### config.mk
export PLATFORM = sky130hd
export DESIGN_NAME = gpio_controller_with_pin_interrupts_flat
export DESIGN_NICKNAME = d
export VERILOG_FILES = /design/src/rtl/core/gpc_pkg.sv /design/src/rtl/core/gpc_if.sv /design/src/rtl/core/gpio_controller_with_pin_interrupts.sv /design/src/rtl/core/gpc_in_stage.sv /design/src/rtl/core/gpc_core.sv /design/src/rtl/core/gpc_out_stage.sv /design/src/flat_wrapper.sv
export SDC_FILE = /design/constraint.sdc
export NUM_CORES = 1
export LEC_CHECK = 0
export BUFFER_PORTS_ARGS = -buffer_cell sky130_fd_sc_hd__buf_2
export CORE_ASPECT_RATIO = 0.9
export CORE_MARGIN = 2
export CORE_UTILIZATION = 25
export DETAILED_ROUTE_END_ITERATION = 16
export PLACE_DENSITY = 0.41
export SYNTH_ARGS = -nofsm -noshare
export SYNTH_HDL_FRONTEND = slang
export SYNTH_SLANG_ARGS = --single-unit
### constraint.sdc
create_clock -name clk -period 12.18 [get_ports clk]
set_clock_uncertainty 0.05 [all_clocks]
set_input_delay 1.218 -clock clk [delete_from_list [all_inputs] [get_ports clk]]
set_output_delay 1.218 -clock clk [all_outputs]
set_load 0.02 [all_outputs]
### src/rtl/core/gpc_pkg.sv
`default_nettype none

package gpc_pkg;

	localparam int unsigned WORD_W = 32;

	// item kinds
	localparam logic [1:0] KIND_READ  = 2'd0;
	localparam logic [1:0] KIND_WRITE = 2'd1;
	localparam logic [1:0] KIND_IDLE  = 2'd2;

	// register map
	localparam logic [3:0] REG_DIR     = 4'd0;
	localparam logic [3:0] REG_OUT     = 4'd1;
	localparam logic [3:0] REG_OUT_SET = 4'd2;
	localparam logic [3:0] REG_OUT_CLR = 4'd3;
	localparam logic [3:0] REG_OUT_TGL = 4'd4;
	localparam logic [3:0] REG_INPUT   = 4'd5;
	localparam logic [3:0] REG_INT_EN  = 4'd6;
	localparam logic [3:0] REG_TYPE    = 4'd7;
	localparam logic [3:0] REG_POL     = 4'd8;
	localparam logic [3:0] REG_BOTH    = 4'd9;
	localparam logic [3:0] REG_STATUS  = 4'd10;
	localparam logic [3:0] REG_STS_CLR = 4'd11;
	localparam logic [3:0] REG_PULL_EN = 4'd12;
	localparam logic [3:0] REG_PULL_SEL = 4'd13;

	typedef struct packed {
		logic [1:0]        kind;
		logic [3:0]        reg_index;
		logic [WORD_W-1:0] write_data;
		logic [WORD_W-1:0] pins_in;
	} item_t;

	typedef struct packed {
		logic [WORD_W-1:0] read_data;
		logic [WORD_W-1:0] pins_out;
		logic [WORD_W-1:0] pins_oe;
		logic [WORD_W-1:0] pull_on;
		logic [WORD_W-1:0] pull_up;
		logic              irq;
	} result_t;

endpackage

`default_nettype wire

### src/rtl/core/gpc_if.sv
`default_nettype none

// request channel: one bus access or idle sample per item
interface gpc_req_if
	import gpc_pkg::*;
();
	logic              valid;
	logic              ready;
	logic [1:0]        kind;
	logic [3:0]        reg_index;
	logic [WORD_W-1:0] write_data;
	logic [WORD_W-1:0] pins_in;

	modport source (output valid, kind, reg_index, write_data, pins_in, input ready);
	modport sink (input valid, kind, reg_index, write_data, pins_in, output ready);
endinterface

// response channel: one result per request item
interface gpc_rsp_if
	import gpc_pkg::*;
();
	logic              valid;
	logic              ready;
	logic [WORD_W-1:0] read_data;
	logic [WORD_W-1:0] pins_out;
	logic [WORD_W-1:0] pins_oe;
	logic [WORD_W-1:0] pull_on;
	logic [WORD_W-1:0] pull_up;
	logic              irq;

	modport source (output valid, read_data, pins_out, pins_oe, pull_on, pull_up, irq,
		input ready);
	modport sink (input valid, read_data, pins_out, pins_oe, pull_on, pull_up, irq,
		output ready);
endinterface

`default_nettype wire

### src/rtl/core/gpio_controller_with_pin_interrupts.sv
// GPIO controller, PIN_COUNT pins, with per-pin edge and level interrupts.
// req channel: each item is a register read, a register write or an idle
//   sample, and always carries the current pin levels in pins_in.
// rsp channel: exactly one item per request, in order: read_data (zero
//   unless a read), the pin drive, output enable and pull settings after
//   the request, and irq (any enabled pending status bit).
// Path: a request is registered in the input stage, processed by one level
//   of bitwise logic, registered in the result register and shown on rsp
//   when the response side is free.
// Throughput: one item per cycle when rsp is not stalled, set by the single
//   input register and single result register around the bitwise update logic.
// Stall: while a response waits, the input stage still takes one more
//   request; req.ready drops only when both registers are full.
// Reset: arst_n clears all control and interrupt registers and the stored
//   previous pin sample (so a pin that is high on the first request counts
//   as a rising edge) and empties both stages.
`default_nettype none

module gpio_controller_with_pin_interrupts
	import gpc_pkg::*;
#(
	parameter int unsigned PIN_COUNT = 32
) (
	input  wire logic clk,
	input  wire logic arst_n,
	gpc_req_if.sink   req,
	gpc_rsp_if.source rsp
);

	item_t   req_item, item_s1;
	result_t core_result, rsp_result;
	logic    valid_s1, load_ready, advance;

	// request payload into one struct
	assign req_item.kind       = req.kind;
	assign req_item.reg_index  = req.reg_index;
	assign req_item.write_data = req.write_data;
	assign req_item.pins_in    = req.pins_in;

	assign advance = valid_s1 && load_ready;

	gpc_in_stage u_in_stage (
		.clk      (clk),
		.arst_n   (arst_n),
		.in_valid (req.valid),
		.in_ready (req.ready),
		.in_item  (req_item),
		.advance  (advance),
		.valid_s1 (valid_s1),
		.item_s1  (item_s1)
	);

	gpc_core #(
		.PIN_COUNT (PIN_COUNT)
	) u_core (
		.clk     (clk),
		.arst_n  (arst_n),
		.item_s1 (item_s1),
		.advance (advance),
		.result  (core_result)
	);

	gpc_out_stage u_out_stage (
		.clk         (clk),
		.arst_n      (arst_n),
		.load_valid  (valid_s1),
		.load_ready  (load_ready),
		.load_result (core_result),
		.out_valid   (rsp.valid),
		.out_ready   (rsp.ready),
		.out_result  (rsp_result)
	);

	// response payload out of the struct
	assign rsp.read_data = rsp_result.read_data;
	assign rsp.pins_out  = rsp_result.pins_out;
	assign rsp.pins_oe   = rsp_result.pins_oe;
	assign rsp.pull_on   = rsp_result.pull_on;
	assign rsp.pull_up   = rsp_result.pull_up;
	assign rsp.irq       = rsp_result.irq;

endmodule

`default_nettype wire

### src/rtl/core/gpc_in_stage.sv
`default_nettype none

module gpc_in_stage
	import gpc_pkg::*;
(
	input  wire logic  clk,
	input  wire logic  arst_n,
	input  wire logic  in_valid,
	output logic       in_ready,
	input  wire item_t in_item,
	input  wire logic  advance,
	output logic       valid_s1,
	output item_t      item_s1
);

	// stage can take an item when empty or when its item moves on this cycle
	assign in_ready = !valid_s1 || advance;

	always_ff @(posedge clk or negedge arst_n) begin
		if (!arst_n) begin
			valid_s1 <= 1'b0;
		end else if (in_ready) begin
			valid_s1 <= in_valid;
		end
	end

	// item payload
	always_ff @(posedge clk) begin
		if (in_valid && in_ready) begin
			item_s1 <= in_item;
		end
	end

endmodule

`default_nettype wire

### src/rtl/core/gpc_core.sv
`default_nettype none

module gpc_core
	import gpc_pkg::*;
#(
	parameter int unsigned PIN_COUNT = 32
) (
	input  wire logic  clk,
	input  wire logic  arst_n,
	input  wire item_t item_s1,
	input  wire logic  advance,
	output result_t    result
);

	logic [PIN_COUNT-1:0] dir_q, out_q, pull_en_q, pull_sel_q;
	logic [PIN_COUNT-1:0] int_en_q, type_q, pol_q, both_q, pend_q, prev_q;

	logic [PIN_COUNT-1:0] dir_d, out_d, pull_en_d, pull_sel_d;
	logic [PIN_COUNT-1:0] int_en_d, type_d, pol_d, both_d, pend_d, pend_clr;

	logic [PIN_COUNT-1:0] data, pins, rd;
	logic [PIN_COUNT-1:0] rise, fall, edge_hit, level_hit, events;
	logic                 is_read, is_write;

	// pins above PIN_COUNT drop out here
	assign data     = item_s1.write_data[PIN_COUNT-1:0];
	assign pins     = item_s1.pins_in[PIN_COUNT-1:0];
	assign is_read  = (item_s1.kind == KIND_READ);
	assign is_write = (item_s1.kind == KIND_WRITE);

	// read mux over the state before this item
	always_comb begin
		rd = '0;
		if (is_read) begin
			unique case (item_s1.reg_index)
				REG_DIR:      rd = dir_q;
				REG_OUT:      rd = out_q;
				REG_INPUT:    rd = pins;
				REG_INT_EN:   rd = int_en_q;
				REG_TYPE:     rd = type_q;
				REG_POL:      rd = pol_q;
				REG_BOTH:     rd = both_q;
				REG_STATUS:   rd = pend_q;
				REG_PULL_EN:  rd = pull_en_q;
				REG_PULL_SEL: rd = pull_sel_q;
				default:      rd = '0;
			endcase
		end
	end

	// register writes, including atomic set/clear/toggle and status clear
	always_comb begin
		dir_d      = dir_q;
		out_d      = out_q;
		pull_en_d  = pull_en_q;
		pull_sel_d = pull_sel_q;
		int_en_d   = int_en_q;
		type_d     = type_q;
		pol_d      = pol_q;
		both_d     = both_q;
		pend_clr   = pend_q;
		if (is_write) begin
			unique case (item_s1.reg_index)
				REG_DIR:      dir_d      = data;
				REG_OUT:      out_d      = data;
				REG_OUT_SET:  out_d      = out_q | data;
				REG_OUT_CLR:  out_d      = out_q & ~data;
				REG_OUT_TGL:  out_d      = out_q ^ data;
				REG_INT_EN:   int_en_d   = data;
				REG_TYPE:     type_d     = data;
				REG_POL:      pol_d      = data;
				REG_BOTH:     both_d     = data;
				REG_STS_CLR:  pend_clr   = pend_q & ~data;
				REG_PULL_EN:  pull_en_d  = data;
				REG_PULL_SEL: pull_sel_d = data;
				default:      ;
			endcase
		end
	end

	// event detection with the updated configuration
	assign rise      = pins & ~prev_q;
	assign fall      = prev_q & ~pins;
	assign edge_hit  = (both_d & (rise | fall)) |
		(~both_d & ((pol_d & rise) | (~pol_d & fall)));
	assign level_hit = ~(pins ^ pol_d);
	assign events    = (type_d & edge_hit) | (~type_d & level_hit);
	assign pend_d    = pend_clr | (events & int_en_d);

	// state update when the item leaves the input stage
	always_ff @(posedge clk or negedge arst_n) begin
		if (!arst_n) begin
			dir_q      <= '0;
			out_q      <= '0;
			pull_en_q  <= '0;
			pull_sel_q <= '0;
			int_en_q   <= '0;
			type_q     <= '0;
			pol_q      <= '0;
			both_q     <= '0;
			pend_q     <= '0;
			prev_q     <= '0;
		end else if (advance) begin
			dir_q      <= dir_d;
			out_q      <= out_d;
			pull_en_q  <= pull_en_d;
			pull_sel_q <= pull_sel_d;
			int_en_q   <= int_en_d;
			type_q     <= type_d;
			pol_q      <= pol_d;
			both_q     <= both_d;
			pend_q     <= pend_d;
			prev_q     <= pins;
		end
	end

	// result shows the state after this item
	always_comb begin
		result.read_data = WORD_W'(rd);
		result.pins_out  = WORD_W'(out_d);
		result.pins_oe   = WORD_W'(dir_d);
		result.pull_on   = WORD_W'(pull_en_d);
		result.pull_up   = WORD_W'(pull_sel_d);
		result.irq       = |(pend_d & int_en_d);
	end

endmodule

`default_nettype wire

### src/rtl/core/gpc_out_stage.sv
`default_nettype none

module gpc_out_stage
	import gpc_pkg::*;
(
	input  wire logic    clk,
	input  wire logic    arst_n,
	input  wire logic    load_valid,
	output logic         load_ready,
	input  wire result_t load_result,
	output logic         out_valid,
	input  wire logic    out_ready,
	output result_t      out_result
);

	logic    valid_q;
	result_t result_q;

	// refill in the same cycle the held result is taken
	assign load_ready = !valid_q || out_ready;
	assign out_valid  = valid_q;
	assign out_result = result_q;

	always_ff @(posedge clk or negedge arst_n) begin
		if (!arst_n) begin
			valid_q <= 1'b0;
		end else if (load_ready) begin
			valid_q <= load_valid;
		end
	end

	// result payload
	always_ff @(posedge clk) begin
		if (load_valid && load_ready) begin
			result_q <= load_result;
		end
	end

endmodule

`default_nettype wire
### src/flat_wrapper.sv
// flat-port wrapper written by rule: the top's interface ports become plain ports
module gpio_controller_with_pin_interrupts_flat import gpc_pkg::*;
#(
	parameter int unsigned PIN_COUNT = 32
)
  (clk, arst_n, req_valid, req_kind, req_reg_index, req_write_data, req_pins_in, req_ready, rsp_valid, rsp_read_data, rsp_pins_out, rsp_pins_oe, rsp_pull_on, rsp_pull_up, rsp_irq, rsp_ready);
  gpc_req_if req_i ();
  gpc_rsp_if rsp_i ();
  input  wire logic clk;
  input  wire logic arst_n;
  input wire logic [$bits(req_i.valid)-1:0] req_valid;
  input wire logic [$bits(req_i.kind)-1:0] req_kind;
  input wire logic [$bits(req_i.reg_index)-1:0] req_reg_index;
  input wire logic [$bits(req_i.write_data)-1:0] req_write_data;
  input wire logic [$bits(req_i.pins_in)-1:0] req_pins_in;
  output wire logic [$bits(req_i.ready)-1:0] req_ready;
  output wire logic [$bits(rsp_i.valid)-1:0] rsp_valid;
  output wire logic [$bits(rsp_i.read_data)-1:0] rsp_read_data;
  output wire logic [$bits(rsp_i.pins_out)-1:0] rsp_pins_out;
  output wire logic [$bits(rsp_i.pins_oe)-1:0] rsp_pins_oe;
  output wire logic [$bits(rsp_i.pull_on)-1:0] rsp_pull_on;
  output wire logic [$bits(rsp_i.pull_up)-1:0] rsp_pull_up;
  output wire logic [$bits(rsp_i.irq)-1:0] rsp_irq;
  input wire logic [$bits(rsp_i.ready)-1:0] rsp_ready;
  assign req_i.valid = req_valid;
  assign req_i.kind = req_kind;
  assign req_i.reg_index = req_reg_index;
  assign req_i.write_data = req_write_data;
  assign req_i.pins_in = req_pins_in;
  assign req_ready = req_i.ready;
  assign rsp_valid = rsp_i.valid;
  assign rsp_read_data = rsp_i.read_data;
  assign rsp_pins_out = rsp_i.pins_out;
  assign rsp_pins_oe = rsp_i.pins_oe;
  assign rsp_pull_on = rsp_i.pull_on;
  assign rsp_pull_up = rsp_i.pull_up;
  assign rsp_irq = rsp_i.irq;
  assign rsp_i.ready = rsp_ready;
  gpio_controller_with_pin_interrupts #(.PIN_COUNT(PIN_COUNT)) u_core (.clk(clk), .arst_n(arst_n), .req(req_i), .rsp(rsp_i));
endmodule
==> run_results.csv <==
group,metric,value,unit
floorplanning,coreArea,115000,um2
floorplanning,io-pin-count,237,
run,maxCapViolations,0,
global_routing,first_global_vias,23200,
critical_path,cp.required,12.52,ns
synth,yosysSeqAreaShare,51.5,%
timing,finalSetupTns,0,ns
critical_path,crit_fanout,28,
timing,fmax,0.219,GHz
place,dp_hpwl,85500,um
timing,finalSetupViolCount,0,
synth,synth.top_cell.area_share,27.7,%
drt,viasPerCell,5.26,
timing,slew_headroom,16.0,%
floorplanning,placementRows,118,
floorplanning,die_y,328,um
clock_network,cts_tree,"yes",
drt,drtIter0Drc,2826,
critical_path,reg2reg_depth,9,
synth,ys_top_cells_by_area,"dfrtp_1 (28%), edfxtp_1 (24%), nand2_1 (7.9%)",
synth,synthesis.nets,3138,
global_routing,antenna_found_initial,12,
floorplanning,start_util,25.2,%
critical_path,cp-start-kind,"register",
critical_path,r2r-end,"u_core.u_out_stage.out_result[0]$_DFFE_PP_",
synth,synthesis.area,29100,um2
clock_network,clk-insertion-delay-late,0.64,ns
drt,dr.pass1.iters,7,
clock_network,cts.path.max_buffers,3,
timing,fin_crit,4.57,ns
timing,hold_violations,0,
clock_network,cts.sinks,553,
synth,synth_top_family_by_area,"compound AO/OA/AOI/OAI gates",
synth,synth-simple-area-share,11.2,%
critical_path,end_kind,"register",
global_routing,grt_use_total,21.5,%
synth,synth_most_common_cell,"nand2_1",
drt,drcViolationCount,0,
floorplanning,die_area,119000,um2
synth,synth_edf_count,231,
clock_network,hold_buffers,0,
critical_path,critPathKind,"reg -> reg",
drt,ant_nets,0,
timing,whs,0.456,ns
clock_network,path_clk_slew,0.06,ns
synth,syn_avg_cell_area,9.91,um2
synth,synth_xor_area_share,0.151,%
critical_path,r2r_slack,7.61,ns
synth,synthAdderAreaFrac,5.50,%
synth,synth-compound-area-share,22.0,%
global_routing,overflow,0,
synth,synthCells,2936,
finish,drive_above_1_share,17.2,%
clock_network,cts-buffers-inserted,73,
timing,period_share,37.5,%
drt,wl,130000,um
synth,synthDistinctLibCells,73,
timing,worst_slew_pin_slew,1.25,ns
finish,final_nets,3278,
global_routing,grt_first_pass_wirelength,184000,um
synth,synth_largest_area_cell,"dfrtp_1",
outcome,status,"finished clean",
place,routabilityCongestion,0.879,
power,p_leak,14.2,nW
power,vdd_drop_max,0.0891,mV
timing,rsz0062_at_grt,"false",
clock_network,ctsResizeCount,0,
power,power_density,183,nW/um2
synth,synth.area.mux_share,4.23,%
place,portBuffers,236,
finish,synthToLayoutAreaGrowth,18.5,%
floorplanning,die_w,364,um
min_path,min_path_type,"in -> async",
drt,routedWlPerCell,27.8,um
timing,maxSlewViolCount,0,
clock_network,htreeDepth,3,
global_routing,grt_start_max_net_pins,138,
clock_network,cts_root_buf,"clkbuf_16",
drt,vias,24700,
synth,synth_commonest_cells,"nand2_1 (614), o21ai_0 (412), dfrtp_1 (322)",
critical_path,arrival,4.91,ns
synth,synthFlopType,"dfrtp_1",
clock_network,post_cts.repair.setup_buffers,0,
critical_path,r2r-start,"u_core.u_in_stage.item_s1[65]$_DFFE_PP_",
synth,synth.ff_latch_count,553,
synth,asyncSetResetFlopFracSynth,58.2,%
synth,ys_warn_count,0,
-- cell type report --
class | instances | area, um2
multi-input cells | 1988 | 12700
fillers | 12000 | 80800
well taps | 1560 | 1950
flip-flops and latches | 553 | 15000
inverters | 165 | 627
diodes | 2 | 5.00
repair buffers | 295 | 1650
clock buffers | 92 | 1970
clock inverters | 41 | 592
-- critical path, stage by stage, from the launching register on --
cell       delay [ns]
edfxtp_1         0.78
nand2_1          0.49
nor2_2           0.23
buf_4            0.45
a221oi_1         0.33
a2111oi_0        0.83
nand4_1          0.24
nor4_1           0.29
nand4_1          0.12
or4_1            0.48
-- report_power, final --
part | switching, mW | total, mW | internal (mW)
sequential | 0.390 | 2.74 | 2.35
combinational | 0.786 | 1.20 | 0.416
clock | 0.927 | 2.36 | 1.43
total | 2.10 | 6.30 | 4.20
-- layer usage --
metal	up-vias	part of all wire [%]	GRT usage [%]	routed length (um)
met5	-	0.038	0	50
met4	8	3.1	6.56	4000
met3	192	7.1	4.06	9310
met2	1046	39	28.6	51000
met1	12400	51	34.3	66000
li1	11000	-	-	-
-- cell families after synthesis --
family                   Yosys count
AO/OA/AOI/OAI                    958
XOR/XNOR                           5
adder cells (fa/ha/maj)          128
buffers and inverters            395
flip-flops                       553
multiplexers                     112
AND/OR/NAND/NOR                  785
-- worst max path at each step --
stage | startpoint | to | depth (start not counted)
after detailed placement | u_core.u_in_stage.item_s1[65]$_DFFE_PP_ | u_core.u_out_stage.out_result[0]$_DFFE_PP_ | 9
after floorplan | rsp_ready | u_core.u_out_stage.out_result[0]$_DFFE_PP_ | 6
after global placement | u_core.u_in_stage.item_s1[65]$_DFFE_PP_ | u_core.u_out_stage.out_result[0]$_DFFE_PP_ | 9
after global routing | u_core.u_in_stage.item_s1[65]$_DFFE_PP_ | u_core.u_out_stage.out_result[0]$_DFFE_PP_ | 9
final | u_core.u_in_stage.item_s1[65]$_DFFE_PP_ | u_core.u_out_stage.out_result[0]$_DFFE_PP_ | 9
after CTS | u_core.u_in_stage.item_s1[65]$_DFFE_PP_ | u_core.u_out_stage.out_result[0]$_DFFE_PP_ | 9
-- stage by stage --
stage	std cells	instance area, um2	setup slack, ns	power, mW	util (%)
2_1_floorplan	2936	29100	4.85	3.36	-
3_3_place_gp	4561	31900	7.65	3.95	27.7
3_5_place_dp	4561	31900	7.66	3.96	27.7
4_1_cts	4694	34500	7.66	6.35	29.9
5_1_grt	4694	34500	7.54	6.61	29.9
6_report	4696	34500	7.61	6.30	29.9
-- placed cells by master (no fill, tap or decap), types with 47 or more instances in the layout --
cell,n
a21oi_1,63
a221oi_1,132
a22o_1,80
buf_2,235
buf_4,58
clkbuf_16,75
dfrtp_1,322
edfxtp_1,231
ha_1,128
inv_1,140
mux2_2,79
nand2_1,606
nand3_1,47
o21ai_0,412
-- registers in the layout (all words and copies together), names as in the netlist, 32 cells and up --
register,flops
u_core.u_core.prev_q,32
u_core.u_core.pol_q,32
u_core.u_core.pull_sel_q,32
u_core.u_in_stage.item_s1,70
u_core.u_out_stage.out_result,161
u_core.u_core.pull_en_q,32
u_core.u_core.out_q,32
u_core.u_core.int_en_q,32
u_core.u_core.type_q,32
u_core.u_core.both_q,32
u_core.u_core.pend_q,32
u_core.u_core.dir_q,32
Power figures use the tool's default switching activity.
